===== src/lrs_pkg.sv =====
// Shared types and constants for the longest repeated substring block.
`timescale 1ns / 1ps
package lrs_pkg;

	localparam int unsigned LRS_CHAR_W = 8;
	localparam int unsigned LRS_LEN_W  = 8;
	localparam logic [LRS_LEN_W-1:0] LRS_LEN_MAX = '1;
	// Hit bits folded by one register of the reduction tree
	localparam int unsigned LRS_GROUP  = 64;

	// State a cell hands to its right-hand neighbor (already cleared on a new string)
	typedef struct packed {
		logic                 valid;
		logic [LRS_LEN_W-1:0] match;
	} lrs_link_t;

	// Controls broadcast from the top level to every cell
	typedef struct packed {
		logic                  step;
		logic                  first;
		logic [LRS_CHAR_W-1:0] chr;
		logic [LRS_LEN_W-1:0]  best;
	} lrs_bcast_t;

endpackage


===== src/lrs_cell.sv =====
// One string position: stored character, suffix-match length and a new-best flag.
`timescale 1ns / 1ps
module lrs_cell (
	input  logic              clk,
	input  logic              arst_n,
	input  lrs_pkg::lrs_bcast_t bc,
	input  lrs_pkg::lrs_link_t  left,
	output lrs_pkg::lrs_link_t  right,
	output logic              hit_q
);
	import lrs_pkg::*;

	logic [LRS_CHAR_W-1:0] hist_q;
	logic                  valid_q;
	logic [LRS_LEN_W-1:0]  match_q;
	logic                  valid_eff;
	logic                  eq;
	logic [LRS_LEN_W-1:0]  ext_len;

	// Treat the cell as empty while a new string is being started
	assign valid_eff   = valid_q & ~bc.first;
	assign right.valid = valid_eff;
	assign right.match = bc.first ? '0 : match_q;

	assign eq      = (hist_q == bc.chr);
	assign ext_len = (left.match == LRS_LEN_MAX) ? LRS_LEN_MAX : left.match + 1'b1;

	// Update length and occupancy on each taken character that is not dropped on overflow
	always_ff @(posedge clk or negedge arst_n) begin
		if (!arst_n) begin
			valid_q <= 1'b0;
			match_q <= '0;
			hit_q   <= 1'b0;
		end else begin
			hit_q <= bc.step && valid_eff && eq && (left.match == bc.best) &&
				(bc.best != LRS_LEN_MAX);
			if (bc.step) begin
				if (valid_eff) begin
					match_q <= eq ? ext_len : '0;
				end else if (left.valid) begin
					valid_q <= 1'b1;
					match_q <= '0;
				end else begin
					valid_q <= 1'b0;
					match_q <= '0;
				end
			end
		end
	end

	// Store the character in the first free cell
	always_ff @(posedge clk) begin
		if (bc.step && !valid_eff && left.valid) begin
			hist_q <= bc.chr;
		end
	end

endmodule


===== config.mk =====
export PLATFORM = sky130hd
export DESIGN_NAME = lrs_cell
export DESIGN_NICKNAME = d
export VERILOG_FILES = /design/src/lrs_pkg.sv /design/src/lrs_cell.sv
export SDC_FILE = /design/constraint.sdc
export NUM_CORES = 1
export LEC_CHECK = 0
export ABC_AREA = 1
export BUFFER_PORTS_ARGS = -buffer_cell sky130_fd_sc_hd__buf_4
export CAP_MARGIN = 5
export CORE_MARGIN = 2
export CORE_UTILIZATION = 50
export DETAILED_ROUTE_END_ITERATION = 16
export GPL_ROUTABILITY_DRIVEN = 0
export PLACE_DENSITY_LB_ADDON = 0.1
export REMOVE_ABC_BUFFERS = 1
export SLEW_MARGIN = 30
export SYNTH_ARGS = -nofsm -noshare
export SYNTH_HDL_FRONTEND = slang
export SYNTH_SLANG_ARGS = --single-unit

===== constraint.sdc =====
create_clock -name clk -period 1.7 [get_ports clk]
set_clock_uncertainty 0.15 [all_clocks]
set_input_delay 0.425 -clock clk [delete_from_list [all_inputs] [get_ports clk]]
set_output_delay 0.425 -clock clk [all_outputs]
set_load 0.005 [all_outputs]

==> metrics.md, run 1 <==
| Metric | Value |
|---|---|
| Worst R2R End | `match_q[6]$_DFFE_PN0P_` |
| Vias per inst | `4.56` |
| Mapped cell area | `1260 um2` |
| Critical Path RT | `1120 ps` |
| Worst Setup EP | `right[8]` |
| Arr. time, crit path | `980 ps` |
| Final setup vio count | `0` |
| PwrDens | `558 nW/um2` |
| Status | `completed` |
| HPWL after detailed placement | `2.06 mm` |
| Fin Setup TNS | `0 ps` |
| Drt wl/cell | `9.82 um` |
| Ys flop type | `dfrtp_1` |
| GRT Total Usage | `19.2%` |
| Fin crit period | `1550 ps` |
| Post-Route Utilization | `66.1%` |
| Longest Clk Path Bufs | `2` |
| Reg-to-Reg Start | `hist_q[1]$_DFFE_PP_` |
| Htree depth | `1` |
| Die area | `2940 um2` |
| Post-synthesis sequential area ratio | `38.9%` |
| ANT cells | `0` |
| Vias in the first global route | `1,009` |
| Cell area after placement | `1570 um2` |
| Core box area | `2430 um2` |
| Final nets | `252` |
| Initial antenna violation count | `0` |
| CTS tree | `yes` |
| Worst hold margin | `167 ps` |
| Measured slew at the worst slew-check pin | `195 ps` |
| Synth Register Bits | `18` |
| Reg2reg setup slack | `390 ps` |
| Clk slew on worst S/H paths | `110 ps` |
| Remaining antenna violation count | `0` |
| IO Count | `39` |
| Final std cells w/o fill | `251` |
| Post-CTS Setup Inserts | `0` |
| CTS root buf | `clkbuf_4` |
| Area share of the largest cell type after synthesis | `19.9%` |
| Number of remaining DRC errors | `0` |
| Synthesis-to-layout area growth | `27.6%` |
| Synth warnings | `0` |
| Max Cap Viol | `0` |
| Site row count | `18` |
| Number of buffers created by CTS | `3` |
| Dominant cell type by area after synthesis | `dfrtp_1` |
| Number of enable flip-flop cells after synthesis | `8` |
| Kind of critical path | `reg2out` |
| # port buffers | `38` |
| Final wirelength | `2.47 mm` |
| Worst setup EP type | `output pin` |
| First-pass GRT wire length | `4.04 mm` |
| Fmax | `644 MHz` |
| # fillers | `213` |
| Top cells by area, synth | `dfrtp_1, edfxtp_1, nand2_1` |
| Worst vdd ir | `0.557 mV` |
| Residual overflow from global routing | `0` |
| Drt pass-1 iters | `4` |
| Period utilisation layout | `91.3%` |
| Routed via count | `1,145` |
| Yosys cell types | `22` |
| Leakage power | `0.853 nW` |
| Count leader, synth | `nand2_1` |
| Largest net degree at the start of global routing | `11` |
| Clock Latency Late Sink | `290 ps` |
| Commonest cells post-synth | `nand2_1, inv_1, nor2_1` |
| Syn_area_per_cell | `7.04 um2` |
| R2R cell count | `5` |
| Finished Cell Area | `1610 um2` |
| Ys async rst share | `55.6%` |
| RSZ-0062 raised after global routing | `no` |
| Initial core utilization | `51.8%` |
| Hold Path Class | `in2reg` |
| Layout cell share with drive strength beyond 1 | `24.0%` |
| Relative slew slack | `86.9%` |
| Crit. Startpoint | `valid_q$_DFFE_PN0N_` |
| Drt first-iter violations | `21` |
| Worst-path fanout max | `3` |
| Die Width | `54.2 um` |
| Placed cells | `246` |
| Cells after synthesis | `179` |
| DIE HEIGHT | `54.2 um` |
| CTS sink count | `18` |
| Fin. Hold Viols | `0` |
| Slew Viols, Final | `0` |
| CP startpoint kind | `flip-flop` |
[cells by family after synthesis]
kind of cell	Yosys count	share of synthesized area (%)
simple gates	108	38.1
xor+xnor	10	7.55
compound gates	6	2.38
flops	18	38.9
fa+ha+maj	1	0.993
buf+inv	36	12.0
[where the power goes]
| group | switching [mW] | internal [mW] |
|---|---|---|
| registers | 0.00803 | 0.469 |
| logic | 0.107 | 0.0980 |
| clock network | 0.124 | 0.0911 |
[how the worst min path moves through the flow]
stage | slack [ps] | cells past startpoint | endpoint | from
global route | 150 | 1 | hist_q[5]$_DFFE_PP_ | bc[13]
finish | 170 | 1 | hist_q[3]$_DFFE_PP_ | bc[11]
global placement | 110 | 1 | valid_q$_DFFE_PN0N_ | arst_n
detailed placement | 110 | 1 | match_q[1]$_DFFE_PN0P_ | arst_n
CTS | 160 | 1 | hist_q[5]$_DFFE_PP_ | bc[13]
floorplan | -20 | 0 | hit_q$_DFF_PN0_ | arst_n
[state kept, by name, summed over array words and instances (netlist names)]
signal / cells
valid_q: 1
match_q: 8
hit_q: 1
hist_q: 8
[critical path, stage by stage, from the launching register on]
cell and delay [ps]:
dfrtp_1 420, nand2_4 100, inv_1 40, buf_4 120
[through the flow]
step | worst slack, ps | power, mW
after CTS | 135 | 0.909
after global placement | 157 | 0.684
after floorplan | 232 | 0.592
after detailed placement | 97.6 | 0.692
final | 148 | 0.898
after global routing | 85.7 | 0.953
[per-layer routing]
layer | share of wire, % | vias to the layer above | track usage, %
met3 | 6.0 | 2 | 4.17
met1 | 45 | 480 | 22.7
met4 | 1.1 | 0 | 7.50
li1 | - | 630 | -
met5 | 0 | - | 0
met2 | 48 | 33 | 33.5
[layout by cell type (no fill, tap or decap), types with 3 or more instances in the layout]
cell type,n
buf_4,39
clkbuf_4,3
dfrtp_1,10
edfxtp_1,8
inv_1,31
nand2_1,58
nand3_1,19
nor2_1,20
nor2_4,3
o21ai_1,5
xnor2_1,9
[what timing repair did]
item	in CTS	in global routing
gates resized for setup	0	0
hold buffers	1	0
endpoints found under the setup margin	0	0
hold endpoints to repair	10	0
[final cells by class]
| cell class | instances | area, um2 | area share (%) |
|---|---|---|---|
| Clock buffer | 4 | 26.3 | 1.63 |
| Inverter | 34 | 133 | 8.25 |
| Multi-Input combinational cell | 125 | 618 | 38.4 |
| Sequential cell | 18 | 490 | 30.5 |
| Tap cell | 30 | 37.5 | 2.33 |
| Timing Repair Buffer | 40 | 303 | 18.8 |
No activity file was read; power rests on OpenSTA's default activity.
==> run 2: changes to the inputs <==
Settings changed: GPL_TIMING_DRIVEN set to 0.
==> metrics.md, run 2 (synthesis gave the netlist of run 1 again) <==
| Metric | Value |
|---|---|
| Initial core utilization | `51.8%` |
| Fin. Hold Viols | `0` |
| Commonest non-fill, non-tap cell in the layout | `nand2_1` |
| Remaining antenna violation count | `0` |
| Worst setup EP type | `output pin` |
| Max Cap Viol | `0` |
| Most frequent cells in the layout | `nand2_1, buf_4, inv_1` |
| CP startpoint kind | `flip-flop` |
| Clock Latency Late Sink | `290 ps` |
| Largest net degree at the start of global routing | `11` |
| Period utilisation layout | `90.9%` |
| Arr. time, crit path | `970 ps` |
| ANT cells | `0` |
| Clk slew on worst S/H paths | `110 ps` |
| Final setup vio count | `0` |
| Drt pass-1 iters | `4` |
| Site row count | `18` |
| Post-CTS Setup Inserts | `0` |
| PwrDens | `555 nW/um2` |
| Final std cells w/o fill | `250` |
| Fin crit period | `1550 ps` |
| Kind of critical path | `reg2out` |
| Hold Path Class | `in2reg` |
| Residual overflow from global routing | `0` |
| Final nets | `251` |
| RSZ-0062 raised after global routing | `no` |
| Core box area | `2430 um2` |
| Worst path cell trace | `nand2_4 -> inv_1 -> buf_4` |
| Vias in the first global route | `968` |
| Die area | `2940 um2` |
| Drt first-iter violations | `24` |
| CTS sink count | `18` |
| # fillers | `217` |
| First-pass GRT wire length | `3.93 mm` |
| Cell area after placement | `1560 um2` |
| Finished Cell Area | `1600 um2` |
| Fmax | `647 MHz` |
| Max incr delay on CP | `420 ps` |
| Longest Clk Path Bufs | `2` |
| Critical Path RT | `1120 ps` |
| Final wirelength | `2.36 mm` |
| Number of remaining DRC errors | `0` |
| Leakage power | `0.848 nW` |
| Synthesis-to-layout area growth | `27.2%` |
| Biggest regs | `hist_q: 8 flops, match_q: 8 flops` |
| Status | `completed` |
| IO Count | `39` |
| Vias per inst | `4.56` |
| Die Width | `54.2 um` |
| Drt wl/cell | `9.42 um` |
| Slew Viols, Final | `0` |
| Routed via count | `1,140` |
| GRT Total Usage | `18.8%` |
| Htree depth | `1` |
| Measured slew at the worst slew-check pin | `428 ps` |
| HPWL after detailed placement | `2.00 mm` |
| DIE HEIGHT | `54.2 um` |
| Relative slew slack | `71.4%` |
| CTS tree | `yes` |
| Max stage delay cell, worst path | `dfrtp_1` |
| Initial antenna violation count | `0` |
| Worst vdd ir | `0.545 mV` |
| Placed cells | `245` |
| Number of buffers created by CTS | `3` |
| Layout cell share with drive strength beyond 1 | `24.1%` |
| # port buffers | `38` |
| Worst-path fanout max | `3` |
| CTS root buf | `clkbuf_4` |
## run 2: cell types whose count changed in the layout (fill, tap and decap cells not counted), sizes merged
| cell | delta |
|---|---|
| clkbuf | -1 |
| clkinv | +1 |
| buf | -1 |
## run 2: path summary, 6_finish.rpt
kind	start	endpoint	cells after the start	slack [ps]
setup / recovery	valid_q$_DFFE_PN0N_	right[8]	3	150
hold / removal	bc[15]	hist_q[7]$_DFFE_PP_	1	170
setup reg to reg	valid_q$_DFFE_PN0N_	hist_q[0]$_DFFE_PP_	3	260
hold reg to reg	match_q[0]$_DFFE_PN0P_	match_q[0]$_DFFE_PN0P_	2	330
max in group asynchronous	arst_n	match_q[2]$_DFFE_PN0P_	2	910
min in group asynchronous	arst_n	valid_q$_DFFE_PN0N_	2	330
## run 2: area by class of cell
type	instances	area, um2	area share [%]
clock buffers	3	22.5	1.41
flip-flops and latches	18	490	30.6
repair buffers	39	295	18.4
multi-input cells	125	621	38.7
clock inverters	1	3.75	0.234
inverters	34	133	8.27
well taps	30	37.5	2.34
## run 2: power by group
group	internal, mW	switching [mW]	leakage, nW
Combinational	0.0963	0.107	0.620
Clock	0.0852	0.123	0.0154
Sequential	0.469	0.00788	0.213
Total	0.651	0.238	0.848
## run 2: per-layer routing
| metal | GRT usage (%) | wire [um] | up-vias |
|---|---|---|---|
| met5 | 0 | 0 | - |
| met4 | 7.50 | 30 | 0 |
| met3 | 4.17 | 150 | 4 |
| met2 | 31.5 | 1100 | 37 |
| met1 | 23.3 | 1070 | 472 |
| li1 | - | - | 627 |
## run 2: timing repair
item | CTS | global route
endpoints found under the hold margin | 10 | 0
gates resized for setup | 0 | 1
hold buffers | 1 | 0
endpoints found under the setup margin | 0 | 8
## run 2: worst max-delay path, delay by kind of cell (launching register included)
family	cells	cell delay [ps]
and+or+nand+nor	1	100
DFF	1	420
buffers and inverters	2	160
## run 2: stage by stage
stage	power (mW)	TNS [ps]	hold WS (ps)	setup slack [ps]	utilization, %
6_report	0.889	0	169	154	65.9
5_1_grt	0.948	0	141	95.1	65.9
4_1_cts	0.903	0	156	34.4	65.8
3_5_place_dp	0.690	-1170	109	-147	64.3
3_3_place_gp	0.682	-581	107	-72.8	64.3
2_1_floorplan	0.592	0	-20.6	232	-
==> run 3: changes to the inputs <==
Settings changed: CELL_PAD_IN_SITES_DETAIL_PLACEMENT set to 0, CELL_PAD_IN_SITES_GLOBAL_PLACEMENT set to 1, CORE_UTILIZATION 50 to 35.
==> metrics.md, run 3 (synthesis gave the netlist of run 1 again) <==
| Metric | Value |
|---|---|
| First-pass GRT wire length | `4.47 mm` |
| Most frequent cells in the layout | `nand2_1, buf_4, inv_1` |
| IO Count | `39` |
| Drt wl/cell | `9.33 um` |
| Remaining antenna violation count | `0` |
| Final wirelength | `2.48 mm` |
| Status | `completed` |
| Power, Total | `894 uW` |
| CTS root buf | `clkbuf_4` |
| Final setup vio count | `0` |
| Biggest regs | `hist_q: 8 flops, match_q: 8 flops` |
| Die area | `4100 um2` |
| Fin. Hold Viols | `0` |
| Drt pass-1 iters | `2` |
| Initial antenna violation count | `0` |
| Measured slew at the worst slew-check pin | `432 ps` |
| Residual overflow from global routing | `0` |
| CP startpoint kind | `flip-flop` |
| Site row count | `21` |
| Arr. time, crit path | `980 ps` |
| Core box area | `3390 um2` |
| Period utilisation layout | `91.7%` |
| Kind of critical path | `reg2out` |
| HPWL after detailed placement | `2.17 mm` |
| Clock Latency Late Sink | `290 ps` |
| Number of buffers created by CTS | `3` |
| RSZ-0062 raised after global routing | `no` |
| Clk slew on worst S/H paths | `110 ps` |
| GRT Total Usage | `13.8%` |
| Largest net degree at the start of global routing | `11` |
| Post-Route Utilization | `47.9%` |
| Htree depth | `1` |
| Number of remaining DRC errors | `0` |
| Worst path cell trace | `nand2_4 -> inv_1 -> buf_4` |
| Slew Viols, Final | `0` |
| Vias in the first global route | `1,068` |
| Max Cap Viol | `0` |
| Synthesis-to-layout area growth | `28.8%` |
| Worst setup EP type | `output pin` |
| ANT cells | `0` |
| Commonest non-fill, non-tap cell in the layout | `nand2_1` |
| Fmax | `642 MHz` |
| Relative slew slack | `71.2%` |
| CTS sink count | `18` |
| Vias per inst | `4.27` |
| Critical Path RT | `1120 ps` |
| Post-CTS Setup Inserts | `0` |
| Layout cell share with drive strength beyond 1 | `24.1%` |
| CTS tree | `yes` |
| Longest Clk Path Bufs | `2` |
| Routed via count | `1,137` |
| Worst hold margin | `165 ps` |
| Worst vdd ir | `0.382 mV` |
| Worst-path fanout max | `3` |
| Initial core utilization | `37.2%` |
| Max stage delay cell, worst path | `dfrtp_1` |
| DIE HEIGHT | `64 um` |
| Final nets | `251` |
| Fin crit period | `1560 ps` |
| Max incr delay on CP | `430 ps` |
| PwrDens | `551 nW/um2` |
| Leakage power | `0.848 nW` |
| Drt first-iter violations | `16` |
| Die Width | `64 um` |
| # port buffers | `38` |
| Hold Path Class | `in2reg` |
run 3: cell counts in the layout (fill, tap and decap cells not counted):
No cell type changed its count.
run 3: worst max-delay path: cells and delay by family, from the launching register on:
kind | cells | cell delay, ps
simple gates | 1 | 100
buf+inv | 2 | 160
flops | 1 | 430
run 3: per-stage QoR:
| stage | std cells | worst slack [ps] | cell area, um2 | TNS [ps] |
|---|---|---|---|---|
| CTS | 266 | 33.2 | 1620 | 0 |
| finish | 266 | 142 | 1620 | 0 |
| global route | 266 | 80.0 | 1620 | 0 |
| floorplan | 177 | 232 | 1240 | 0 |
| global placement | 261 | -100 | 1580 | -799 |
| detailed placement | 261 | -142 | 1580 | -1130 |
run 3: layout make-up:
| class | count | area, um2 |
|---|---|---|
| Multi-Input combinational cell | 125 | 621 |
| Timing Repair Buffer | 39 | 295 |
| Fill cell | 358 | 1770 |
| Clock inverter | 1 | 3.75 |
| Sequential cell | 18 | 490 |
| Inverter | 34 | 133 |
| Clock buffer | 3 | 22.5 |
| Tap cell | 46 | 57.6 |
run 3: per-layer routing:
layer | up-vias | share of wire, % | global-route usage (%)
li1 | 625 | - | -
met1 | 480 | 48 | 17.9
met2 | 30 | 45 | 22.0
met3 | 2 | 5.9 | 4.05
met4 | 0 | 0.73 | 4.08
met5 | - | 0 | 0
run 3: timing repair:
item / in CTS / in global routing
setup endpoints to repair: 0 / 8
endpoints found under the hold margin: 10 / 0
resized for setup: 0 / 1
hold buffers: 1 / 0
run 3: report_power, final:
group / internal (mW) / switching [mW] / leakage (nW)
sequential: 0.469 / 0.00829 / 0.213
combinational: 0.0962 / 0.107 / 0.620
clock: 0.0852 / 0.128 / 0.0154
run 3: path summary, 6_finish.rpt:
kind	startpoint	endpoint	slack, ps	cells after the start
setup / recovery	valid_q$_DFFE_PN0N_	right[8]	140	3
hold / removal	bc[10]	hist_q[2]$_DFFE_PP_	170	1
setup reg to reg	valid_q$_DFFE_PN0N_	hist_q[3]$_DFFE_PP_	250	3
hold reg to reg	match_q[4]$_DFFE_PN0P_	match_q[4]$_DFFE_PN0P_	330	2
max in group asynchronous	arst_n	match_q[1]$_DFFE_PN0P_	910	2
min in group asynchronous	arst_n	match_q[0]$_DFFE_PN0P_	340	2
