--- config.mk ---
export PLATFORM = sky130hd
export DESIGN_NAME = lrs_reduce
export DESIGN_NICKNAME = d
export VERILOG_FILES = /design/src/lrs_pkg.sv /design/src/lrs_reduce.sv
export SDC_FILE = /design/constraint.sdc
export NUM_CORES = 1
export LEC_CHECK = 0
export BUFFER_PORTS_ARGS = -buffer_cell sky130_fd_sc_hd__buf_2
export CORE_AREA = 2 2 100 102
export DETAILED_ROUTE_END_ITERATION = 8
export DIE_AREA = 0 0 102 104
export GPL_ROUTABILITY_DRIVEN = 0
export PLACE_DENSITY = 0.48
export SYNTH_ARGS = -nofsm -noshare
export SYNTH_HDL_FRONTEND = slang
export SYNTH_SLANG_ARGS = --single-unit
export TNS_END_PERCENT = 1
--- constraint.sdc ---
create_clock -name clk -period 2.7 [get_ports clk]
set_input_delay 0.405 -clock clk [delete_from_list [all_inputs] [get_ports clk]]
set_output_delay 0.405 -clock clk [all_outputs]
set_load 0.05 [all_outputs]
--- src/lrs_pkg.sv ---
// Shared types and constants for the longest repeated substring block.
`timescale 1ns / 1ps
package lrs_pkg;

	localparam int unsigned LRS_CHAR_W = 8;
	localparam int unsigned LRS_LEN_W  = 8;
	localparam logic [LRS_LEN_W-1:0] LRS_LEN_MAX = '1;
	// Hit bits folded by one register of the reduction tree
	localparam int unsigned LRS_GROUP  = 64;

	// State a cell hands to its right-hand neighbor (already cleared on a new string)
	typedef struct packed {
		logic                 valid;
		logic [LRS_LEN_W-1:0] match;
	} lrs_link_t;

	// Controls broadcast from the top level to every cell
	typedef struct packed {
		logic                  step;
		logic                  first;
		logic [LRS_CHAR_W-1:0] chr;
		logic [LRS_LEN_W-1:0]  best;
	} lrs_bcast_t;

endpackage

--- src/lrs_reduce.sv ---
// Registered OR tree over the cell hit flags.
`timescale 1ns / 1ps
module lrs_reduce #(
	parameter int unsigned N = 256
) (
	input  logic         clk,
	input  logic         arst_n,
	input  logic         load,
	input  logic [N-1:0] hit,
	output logic         any
);
	import lrs_pkg::*;

	localparam int unsigned NG = (N + LRS_GROUP - 1) / LRS_GROUP;

	logic [NG*LRS_GROUP-1:0] hit_pad;
	logic [NG-1:0]           grp_q;

	// Pad the hit vector to whole groups
	always_comb begin
		hit_pad        = '0;
		hit_pad[N-1:0] = hit;
	end

	// Fold each group and hold it until the next load
	always_ff @(posedge clk or negedge arst_n) begin
		if (!arst_n) begin
			grp_q <= '0;
		end else if (load) begin
			for (int g = 0; g < NG; g++) begin
				grp_q[g] <= |hit_pad[g*LRS_GROUP +: LRS_GROUP];
			end
		end
	end

	assign any = |grp_q;

endmodule
==> results of run 1 <==
metal layers:
layer	track usage	part of all wire
met1	0.110	0.36
met2	0.216	0.54
met3	0.0175	0.097
met4	0.0352	0.0091
met5	0	0
through the flow:
| stage | power [W] | utilization | cells | instance area [um2] | hold slack, ns |
|---|---|---|---|---|---|
| after floorplan | 0.0000819 | - | 101 | 733 | 0.109 |
| after global placement | 0.000275 | 0.230 | 493 | 2200 | 0.251 |
| after detailed placement | 0.000278 | 0.230 | 493 | 2200 | 0.250 |
| after CTS | 0.000422 | 0.234 | 496 | 2240 | 0.00909 |
| after global routing | 0.000443 | 0.234 | 496 | 2240 | 0.0129 |
| final | 0.000412 | 0.234 | 496 | 2240 | 0.0107 |
critical path, cell delays in order, from the launching register on:
cell     delay [ns]
dfrtp_1        0.36
or4_1          0.53
buf_2          0.23
cells by family (layout without fill, tap and decap cells):
family          after synthesis  count (layout)
simple gates                 93              93
buf+inv                       0             262
flops                         4               4
compound gates                4               4
cell type report:
class                   count  area [um2]  area share
repair buffers            259        1300       0.579
flip-flops and latches      4         100      0.0447
multi-input cells          97         633       0.283
clock buffers               3        41.3      0.0185
well taps                 133         166      0.0744
power breakdown:
group,internal (W),switching [W]
logic,0.000144,0.0000722
registers,0.0000603,0.0000000000000000000929
clock network,0.0000959,0.0000396
final timing paths:
kind | slack, ns | cells past startpoint | startpoint | to
min reg2reg | 0.55 | 2 | grp_q[0]$_DFFE_PN0P_ | grp_q[0]$_DFFE_PN0P_
min | 0.01 | 1 | arst_n | grp_q[0]$_DFFE_PN0P_
max | 0.95 | 2 | grp_q[1]$_DFFE_PN0P_ | any
max reg2reg | 1.99 | 2 | grp_q[2]$_DFFE_PN0P_ | grp_q[2]$_DFFE_PN0P_
min in group clk | 0.46 | 3 | hit[3] | grp_q[0]$_DFFE_PN0P_
max in group asynchronous | 2.54 | 1 | arst_n | grp_q[3]$_DFFE_PN0P_
layout by cell type, fill, tap and decap left out:
master / instances
dfrtp_1: 4
clkbuf_8: 3
or4_4: 4
nand4_1: 12
or4_1: 1
nor4b_1: 4
buf_2: 259
nand2_1: 4
nor4_1: 56
a31oi_1: 4
nor2_1: 8
nor4_2: 4
==> key figures, run 1 <==
Outcome
  – Status: finished, final reports clean

Cells and area
  – Regs by FF count: grp_q x4
  – Share of cells above drive strength 1: 0.744
  – Nets: around 620
  – Fill cell total of the finished layout: ~1100
  – Ant. Diodes: 0
  – Max FFs per register: 4
  – Top reg by flops: grp_q
  – P&R area growth vs syn: 205%

Logic synthesis
  – Post-synthesis mux area share: 0
  – Post-Synth Adder-Cell Area: 0
  – Yosys warning count: 0
  – Post-synth EDFFs: 0
  – Post-Syn Nets: 360
  – Synth Instances: 101
  – Synth cell types: 10
  – Top_reg_cell synth: dfrtp_1
  – Seq/Total Area, Yosys: 0.137
  – Fraction of registers with async set/reset: 1.00
  – Yosys top cell by area: nor4_1
  – Post-Synth Simple-Gate Area: 0.829
  – Synth Area in Compound Gates: 0.0341
  – Synth top area cells: nor4_1, dfrtp_1, nand4_1, nor4_2, or4_4
  – Synthesized flop and latch total: 4
  – Largest family of logic cells by synthesized area: simple AND/OR/NAND/NOR gates
  – Most instantiated library cell after synthesis: nor4_1
  – Synth top area share: 0.478
  – Synth Cell Area: 733 um2
  – Post-synthesis xor/xnor area fraction: 0
  – Syn_area_per_cell: 7.26 um2
  – List of most frequent post-synthesis cells: nor4_1, nand4_1, nor2_1

STA
  – Period Utilization, post-route: 0.649
  – Setup ws final: ~0.95 ns
  – Slew of the pin with the lowest slew margin: approximately 0.36 ns
  – Skew final: 0 ns
  – RSZ-0062 raised after global routing: no
  – Final Max Slew Viols: 0
  – Tmin final: about 1.8 ns
  – Final setup vio count: 0
  – Fin. Hold Viols: 0
  – Final TNS setup: 0 ns
  – Slew HR: 0.758
  – Peak Freq: roughly 570 MHz

Critical path
  – Worst setup SP type: flip-flop
  – Worst-path fanout max: 2
  – Worst Setup End Kind: output port
  – Worst setup path class: reg2out
  – WP data arrival: between 1 and 1.5 ns
  – Req. time, crit path: between 2 and 2.5 ns

Clocking
  – Clock buffer depth: 2
  – Worst skew pair latency: ~0.22 ns
  – Worst-path clk slew: 0.04 ns
  – Hold Buf Count CTS: 0
  – CTS tree: built
  – Clock Sink Count: 4
  – Setup bufs post-CTS: 0
  – Cts repair resizes: 0
  – Root Driver: clkbuf_8
  – H-tree lvl count: 1
  – Total CTS buffers: 3

Detailed routing
  – Post-DRT Antenna Nets: 0
  – First-pass DRT Iterations: 4
  – DRT Wirelength: 6270 um
  – Initial DRC count: 38
  – Via density: slightly above 4
  – Wire length per cell: approximately 13 um
  – DRC violations left: 0
  – Vias: approximately 2000

Global route
  – First-pass GRT wire length: about 9000 um
  – GR Overflow Total: 0
  – Initial antenna violation count: 0
  – Vias in the first global route: just over 2000
  – All-Layer GR Usage: 0.108
  – Largest net degree at the start of global routing: 9

Die
  – Rows: 36
  – Core ar.: 9550 um2
  – Total die area: 10600 um2
  – Initial Utilization: 0.0768
  – Chip height: 104 um
  – Top Ports: between 200 and 300
  – Die width: 102 um

Placed design
  – # port buffers: around 260
  – Dpl ws: about 1.0 ns
  – Detailed placement HPWL: about 5900 um

Job
  – Max Cap Viol: 0

Power and ir drop
  – Pleak: 1.13 nW
  – PD cells: roughly 180 nW/um2
  – Max IR drop VDD: ~0.076 mV

Min path
  – Min-Delay Path Class: in2async
Power figures use the tool's default switching activity.
==> inputs of run 2 (changes only) <==
--- a/config.mk
+++ b/config.mk
@@ -10,7 +10,7 @@
 export DETAILED_ROUTE_END_ITERATION = 8
 export DIE_AREA = 0 0 102 104
 export GPL_ROUTABILITY_DRIVEN = 0
-export PLACE_DENSITY = 0.48
+export PLACE_DENSITY = 0.5
 export SYNTH_ARGS = -nofsm -noshare
 export SYNTH_HDL_FRONTEND = slang
 export SYNTH_SLANG_ARGS = --single-unit
==> constraint.sdc (replaced) <==
create_clock -name clk -period 1.42 [get_ports clk]
set_input_delay 0.213 -clock clk [delete_from_list [all_inputs] [get_ports clk]]
set_output_delay 0.213 -clock clk [all_outputs]
set_load 0.05 [all_outputs]
==> key figures, run 2 (synthesized netlist as in run 1, its figures left out) <==
Clocking
  – Clock Sink Count: 4
  – CTS tree: built
  – Total CTS buffers: 3
  – Root Driver: clkbuf_8
  – Worst skew pair latency: 0.21 ns
  – Worst-path clk slew: ~0.030 ns
  – Clock buffer depth: 2
  – H-tree lvl count: 1

Cells and area
  – Ant. Diodes: 0
  – Max FFs per register: 4
  – Top reg by flops: grp_q
  – Regs by FF count: grp_q x4
  – Fin area: between 2000 and 2500 um2
  – Commonest non-fill, non-tap cell in the layout: buf_2
  – Nets: 626
  – Most frequent cells in the layout: buf_2, nor4_1, nand4_1, nor2_1, or4_4
  – Share of cells above drive strength 1: 0.745
  – Fill cell total of the finished layout: roughly 1100
  – P&R area growth vs syn: 209%
  – Layout Cells excl Fill: between 400 and 500

Die
  – Top Ports: between 200 and 300
  – Rows: 36
  – Chip height: around 100 um
  – Die width: approximately 100 um
  – Initial Utilization: 0.0768
  – Total die area: between 10000 and 15000 um2
  – Core ar.: around 9500 um2

Critical path
  – Buf/Inv on CP: 1
  – Slowest CP cell: or4_4
  – Critical path's largest stage delay: roughly 0.53 ns
  – Worst setup SP type: flip-flop
  – WP data arrival: between 1 and 1.5 ns
  – Worst setup path class: reg2out
  – Worst-path fanout max: 2
  – Worst Setup End Kind: output port
  – Critical Path, Cell by Cell: or4_4 -> buf_6
  – Req. time, crit path: 1.21 ns
  – Crit path max-delay family: simple AND/OR/NAND/NOR gates

Detailed routing
  – Vias: 2016
  – First-pass DRT Iterations: 4
  – DRC violations left: 0
  – Post-DRT Antenna Nets: 0
  – Via density: between 4 and 5
  – Initial DRC count: 58
  – Wire length per cell: 12.3 um
  – DRT Wirelength: approximately 6000 um

STA
  – Final setup vio count: 1
  – Period Utilization, post-route: 1.05
  – Slew of the pin with the lowest slew margin: 0.328 ns
  – Skew final: 0 ns
  – Fin. Hold Viols: 0
  – Setup ws final: -0.0746 ns
  – Tmin final: 1.49 ns
  – Slew HR: 0.779
  – Final Max Slew Viols: 0
  – Peak Freq: approximately 670 MHz
  – RSZ-0062 raised after global routing: yes

Global route
  – First-pass GRT wire length: 8710 um
  – Largest net degree at the start of global routing: 9
  – Initial antenna violation count: 0
  – Vias in the first global route: ~2000
  – GR Overflow Total: 0
  – All-Layer GR Usage: 0.107

Power and ir drop
  – Pleak: 1.15 nW
  – Final Total Pwr: slightly below 0.0008 W
  – PD cells: 340 nW/um2
  – Max IR drop VDD: 0.132 mV

Placed design
  – Detailed placement HPWL: between 5000 and 6000 um
  – Placed cell count: 493
  – # port buffers: 259
  – Post-DP Area: 2200 um2

Outcome
  – Status: finished, violations left
  – Failing checks: setup timing

Min path
  – Min-Delay Path Class: in2reg

Job
  – Max Cap Viol: 0
==> run 2: cell count changes in the layout (fill, tap and decap cells not counted) <==
cell,delta
buf_2,-1
buf_4,+1
buf_6,+1
dlygate4sd3_1,+1
or4_1,-1
or4_4,+1
==> run 2: layer usage <==
metal	wire length (um)	part of all wire	GRT usage	vias to the layer above
met5	0	0	0	-
met4	84	0.014	0.0333	0
met3	648	0.11	0.0262	6
met1	2170	0.35	0.109	867
met2	3220	0.53	0.207	141
li1	-	-	-	1002
==> run 2: power breakdown <==
group / total [W] / switching, W / internal (W)
logic: 0.000413 / 0.000138 / 0.000275
registers: 0.000115 / 0.000000000000000000208 / 0.000115
clock network: 0.000243 / 0.0000619 / 0.000181
==> run 2: final timing paths <==
check / start / end / slack (ns) / cells after the start
max reg2reg: grp_q[3]$_DFFE_PN0P_ / grp_q[3]$_DFFE_PN0P_ / 0.60 / 3
max in group asynchronous: arst_n / grp_q[0]$_DFFE_PN0P_ / 0.92 / 2
max: grp_q[1]$_DFFE_PN0P_ / any / -0.07 / 2
min: hit[28] / grp_q[0]$_DFFE_PN0P_ / 0.27 / 3
min in group asynchronous: arst_n / grp_q[2]$_DFFE_PN0P_ / 0.36 / 2
min reg2reg: grp_q[0]$_DFFE_PN0P_ / grp_q[0]$_DFFE_PN0P_ / 0.56 / 2
==> run 2: final cells by class <==
cell class	count	area, um2	share of cell area
repair buffers	261	1320	0.583
well taps	133	166	0.0735
clock buffers	3	41.3	0.0182
multi-input cells	97	637	0.281
flip-flops and latches	4	100	0.0442
==> run 2: metrics by stage <==
stage / setup WS (ns) / hold WS [ns] / utilization / TNS, ns
global placement: -0.0242 / 0.0513 / 0.230 / -0.0242
CTS: -0.100 / 0.274 / 0.237 / -0.100
global route: -0.114 / 0.288 / 0.237 / -0.114
floorplan: 0.0849 / -0.0826 / - / 0
finish: -0.0746 / 0.269 / 0.237 / -0.0746
detailed placement: -0.0758 / 0.0422 / 0.230 / -0.0810
==> run 2: timing repair <==
action	CTS	global route
buffers inserted	1	0
hold buffers	1	0
endpoints found under the hold margin	4	0
resized for setup	3	0
endpoints found under the setup margin	1	1
==> run 2: tightest hold or removal path, stage by stage <==
cell and delay [ns]:
buf_2 0.07, nor4b_1 0.04, a31oi_1 0.11
==> inputs of run 3 (changes only) <==
--- a/config.mk
+++ b/config.mk
@@ -5,12 +5,13 @@
 export SDC_FILE = /design/constraint.sdc
 export NUM_CORES = 1
 export LEC_CHECK = 0
+export ABC_AREA = 1
 export BUFFER_PORTS_ARGS = -buffer_cell sky130_fd_sc_hd__buf_2
-export CORE_AREA = 2 2 100 102
+export CORE_AREA = 2 2 101 103
 export DETAILED_ROUTE_END_ITERATION = 8
-export DIE_AREA = 0 0 102 104
+export DIE_AREA = 0 0 103 105
 export GPL_ROUTABILITY_DRIVEN = 0
-export PLACE_DENSITY = 0.5
+export PLACE_DENSITY = 0.53
 export SYNTH_ARGS = -nofsm -noshare
 export SYNTH_HDL_FRONTEND = slang
 export SYNTH_SLANG_ARGS = --single-unit
==> key figures, run 3 <==
Outcome
  – Status: finished, violations left
  – Failing checks: setup timing

Logic synthesis
  – Yosys warning count: 0
  – List of most frequent post-synthesis cells: nor2_1, nand2_1, dfrtp_1
  – Synth top area cells: nor2_1, nand2_1, dfrtp_1, or4_1, inv_1
  – Synth Cell Area: 1100 um2
  – Seq/Total Area, Yosys: 0.0908
  – Yosys top cell by area: nor2_1
  – Synth top area share: 0.572
  – Post-Synth Adder-Cell Area: 0
  – Post-synth EDFFs: 0
  – Post-synthesis mux area share: 0
  – Fraction of registers with async set/reset: 1.00
  – Largest family of logic cells by synthesized area: simple AND/OR/NAND/NOR gates
  – Synth cell types: 5
  – Post-Synth Simple-Gate Area: 0.906
  – Synthesized flop and latch total: 4
  – Synth Instances: 270
  – Post-Syn Nets: ~530
  – Most instantiated library cell after synthesis: nor2_1
  – Syn_area_per_cell: roughly 4.1 um2
  – Top_reg_cell synth: dfrtp_1
  – Synth Area in Compound Gates: 0
  – Post-synthesis xor/xnor area fraction: 0

Cells and area
  – Regs by FF count: grp_q x4
  – Fin area: about 2600 um2
  – P&R area growth vs syn: 138%
  – Most frequent cells in the layout: buf_2, nor2_1, nand2_1, dfrtp_1, clkbuf_8
  – Nets: 794
  – Register Area: approximately 100 um2
  – Ant. Diodes: 0
  – Max FFs per register: 4
  – Top reg by flops: grp_q
  – Fill cell total of the finished layout: approximately 1100
  – Share of cells above drive strength 1: 0.493
  – Commonest non-fill, non-tap cell in the layout: buf_2
  – Multi-input gate area: 1000 um2

Power and ir drop
  – Register share of total power: 0.151
  – Pleak: roughly 1.5 nW
  – Clock share of power: 0.280
  – Combinational fraction of design power: 0.569
  – NetSw: approximately 0.00023 W
  – PD cells: 320 nW/um2
  – Max IR drop VDD: around 0.26 mV
  – Sw frac: 0.277
  – P_int: between 0.0006 and 0.0007 W
  – Final Total Pwr: around 0.00084 W

Placed design
  – Post-DP Area: 2560 um2
  – Detailed placement HPWL: approximately 6000 um
  – # port buffers: 259

STA
  – Tmin final: between 1.5 and 2 ns
  – Final Max Slew Viols: 0
  – Hold WS: 0.263 ns
  – Final setup vio count: 1
  – Period Utilization, post-route: 1.06
  – Setup ws final: -0.0810 ns
  – Fin. Hold Viols: 0
  – Peak Freq: between 600 and 700 MHz
  – Slew HR: 0.893
  – RSZ-0062 raised after global routing: yes
  – Slew of the pin with the lowest slew margin: between 0.15 and 0.2 ns
  – Skew final: 0 ns

Clocking
  – H-tree lvl count: 1
  – Clock buffer depth: 2
  – Setup bufs post-CTS: 0
  – CTS tree: built
  – Clock Sink Count: 4
  – Total CTS buffers: 3
  – Worst-path clk slew: about 0.030 ns
  – Worst skew pair latency: around 0.22 ns
  – Root Driver: clkbuf_8

Global route
  – Vias in the first global route: around 2400
  – GR Overflow Total: 0
  – First-pass GRT wire length: between 9000 and 10000 um
  – Initial antenna violation count: 0
  – All-Layer GR Usage: 0.109
  – Largest net degree at the start of global routing: 6
  – GR Util met3: 0.0268
  – GR peak layer: met2
  – Met2 Use GR: 0.215
  – GR Util met1: 0.109

Critical path
  – Req. time, crit path: 1.21 ns
  – R2r endpoint: grp_q[3]$_DFFE_PN0P_
  – Worst setup SP type: flip-flop
  – Worst setup path class: reg2out
  – Worst Reg-to-Reg Cells: 2
  – Worst-path fanout max: 2
  – Worst Setup End Kind: output port
  – R2r startpoint: grp_q[3]$_DFFE_PN0P_
  – WP data arrival: roughly 1.3 ns
  – Internal reg-to-reg setup slack: ~0.81 ns

Detailed routing
  – Vias: ~2400
  – DRC violations left: 0
  – Wire length per cell: 9.45 um
  – Post-DRT Antenna Nets: 0
  – Via density: 3.63
  – Initial DRC count: 59
  – DRT Wirelength: ~6300 um
  – First-pass DRT Iterations: 4

Min path
  – Hold path start: load
  – Worst Hold Depth: 3
  – Worst Hold End: grp_q[0]$_DFFE_PN0P_
  – Min-Delay Path Class: in2reg

Die
  – Die width: 103 um
  – Rows: 36
  – Core ar.: between 9000 and 10000 um2
  – Top Ports: 260
  – Initial Utilization: 0.114
  – Chip height: 105 um
  – Total die area: between 10000 and 15000 um2

Job
  – Max Cap Viol: 0
## run 3: changes by cell type after synthesis, sizes merged
cell   before  now
a31oi       4    0
inv         0    1
nand2       4   96
nand4      12    0
nor2        8  168
nor4       60    0
nor4b       4    0
or4         5    1
## run 3: logic make-up after synthesis
family        Yosys count
flops                   4
buf+inv                 1
simple gates          265
## run 3: how the worst max path moves through the flow
stage,endpoint,slack (ns),cells past startpoint,startpoint
after detailed placement,any,0.10,2,grp_q[1]$_DFFE_PN0P_
final,any,-0.08,2,grp_q[1]$_DFFE_PN0P_
after global routing,any,-0.10,2,grp_q[1]$_DFFE_PN0P_
after global placement,any,0.1,2,grp_q[1]$_DFFE_PN0P_
after CTS,any,-0.09,2,grp_q[1]$_DFFE_PN0P_
after floorplan,any,0.09,1,grp_q[1]$_DFFE_PN0P_
## run 3: metal layers
| metal | vias to the layer above | part of all wire |
|---|---|---|
| met2 | 119 | 0.53 |
| met5 | - | 0 |
| met4 | 0 | 0.014 |
| met3 | 8 | 0.086 |
| li1 | 1337 | - |
| met1 | 954 | 0.37 |
## run 3: through the flow
| step | util | setup slack, ns | std cells | TNS (ns) |
|---|---|---|---|---|
| after detailed placement | 0.266 | 0.102 | 662 | 0 |
| after floorplan | - | 0.0852 | 270 | 0 |
| after global placement | 0.266 | 0.0956 | 662 | 0 |
| final | 0.272 | -0.0810 | 666 | -0.0810 |
| after global routing | 0.272 | -0.105 | 666 | -0.105 |
| after CTS | 0.272 | -0.0877 | 666 | -0.0877 |
## run 3: power groups by stage
stage | combinational (W) | clock (W) | sequential, W
2_1_floorplan | 0.000113 | 0 | 0.000126
3_3_place_gp | 0.000474 | 0 | 0.000127
3_5_place_dp | 0.000480 | 0 | 0.000128
4_1_cts | 0.000485 | 0.000239 | 0.000127
5_1_grt | 0.000547 | 0.000249 | 0.000128
6_report | 0.000479 | 0.000235 | 0.000127
## run 3: layout make-up
cell class,count,area share
well taps,133,0.0634
multi-input cells,265,0.382
clock buffers,3,0.0157
repair buffers,260,0.500
flip-flops and latches,4,0.0381
inverters,1,0.00143
## run 3: timing repair
item                                    4_1_cts  5_1_grt
endpoints found under the setup margin        1        1
hold buffers                                  1        0
gates resized for setup                       3        0
hold endpoints to repair                      4        0
## run 3: worst max-delay path, stage by stage (launching register included)
cell     delay (ns)
dfrtp_1        0.37
or4_4          0.53
buf_6          0.17
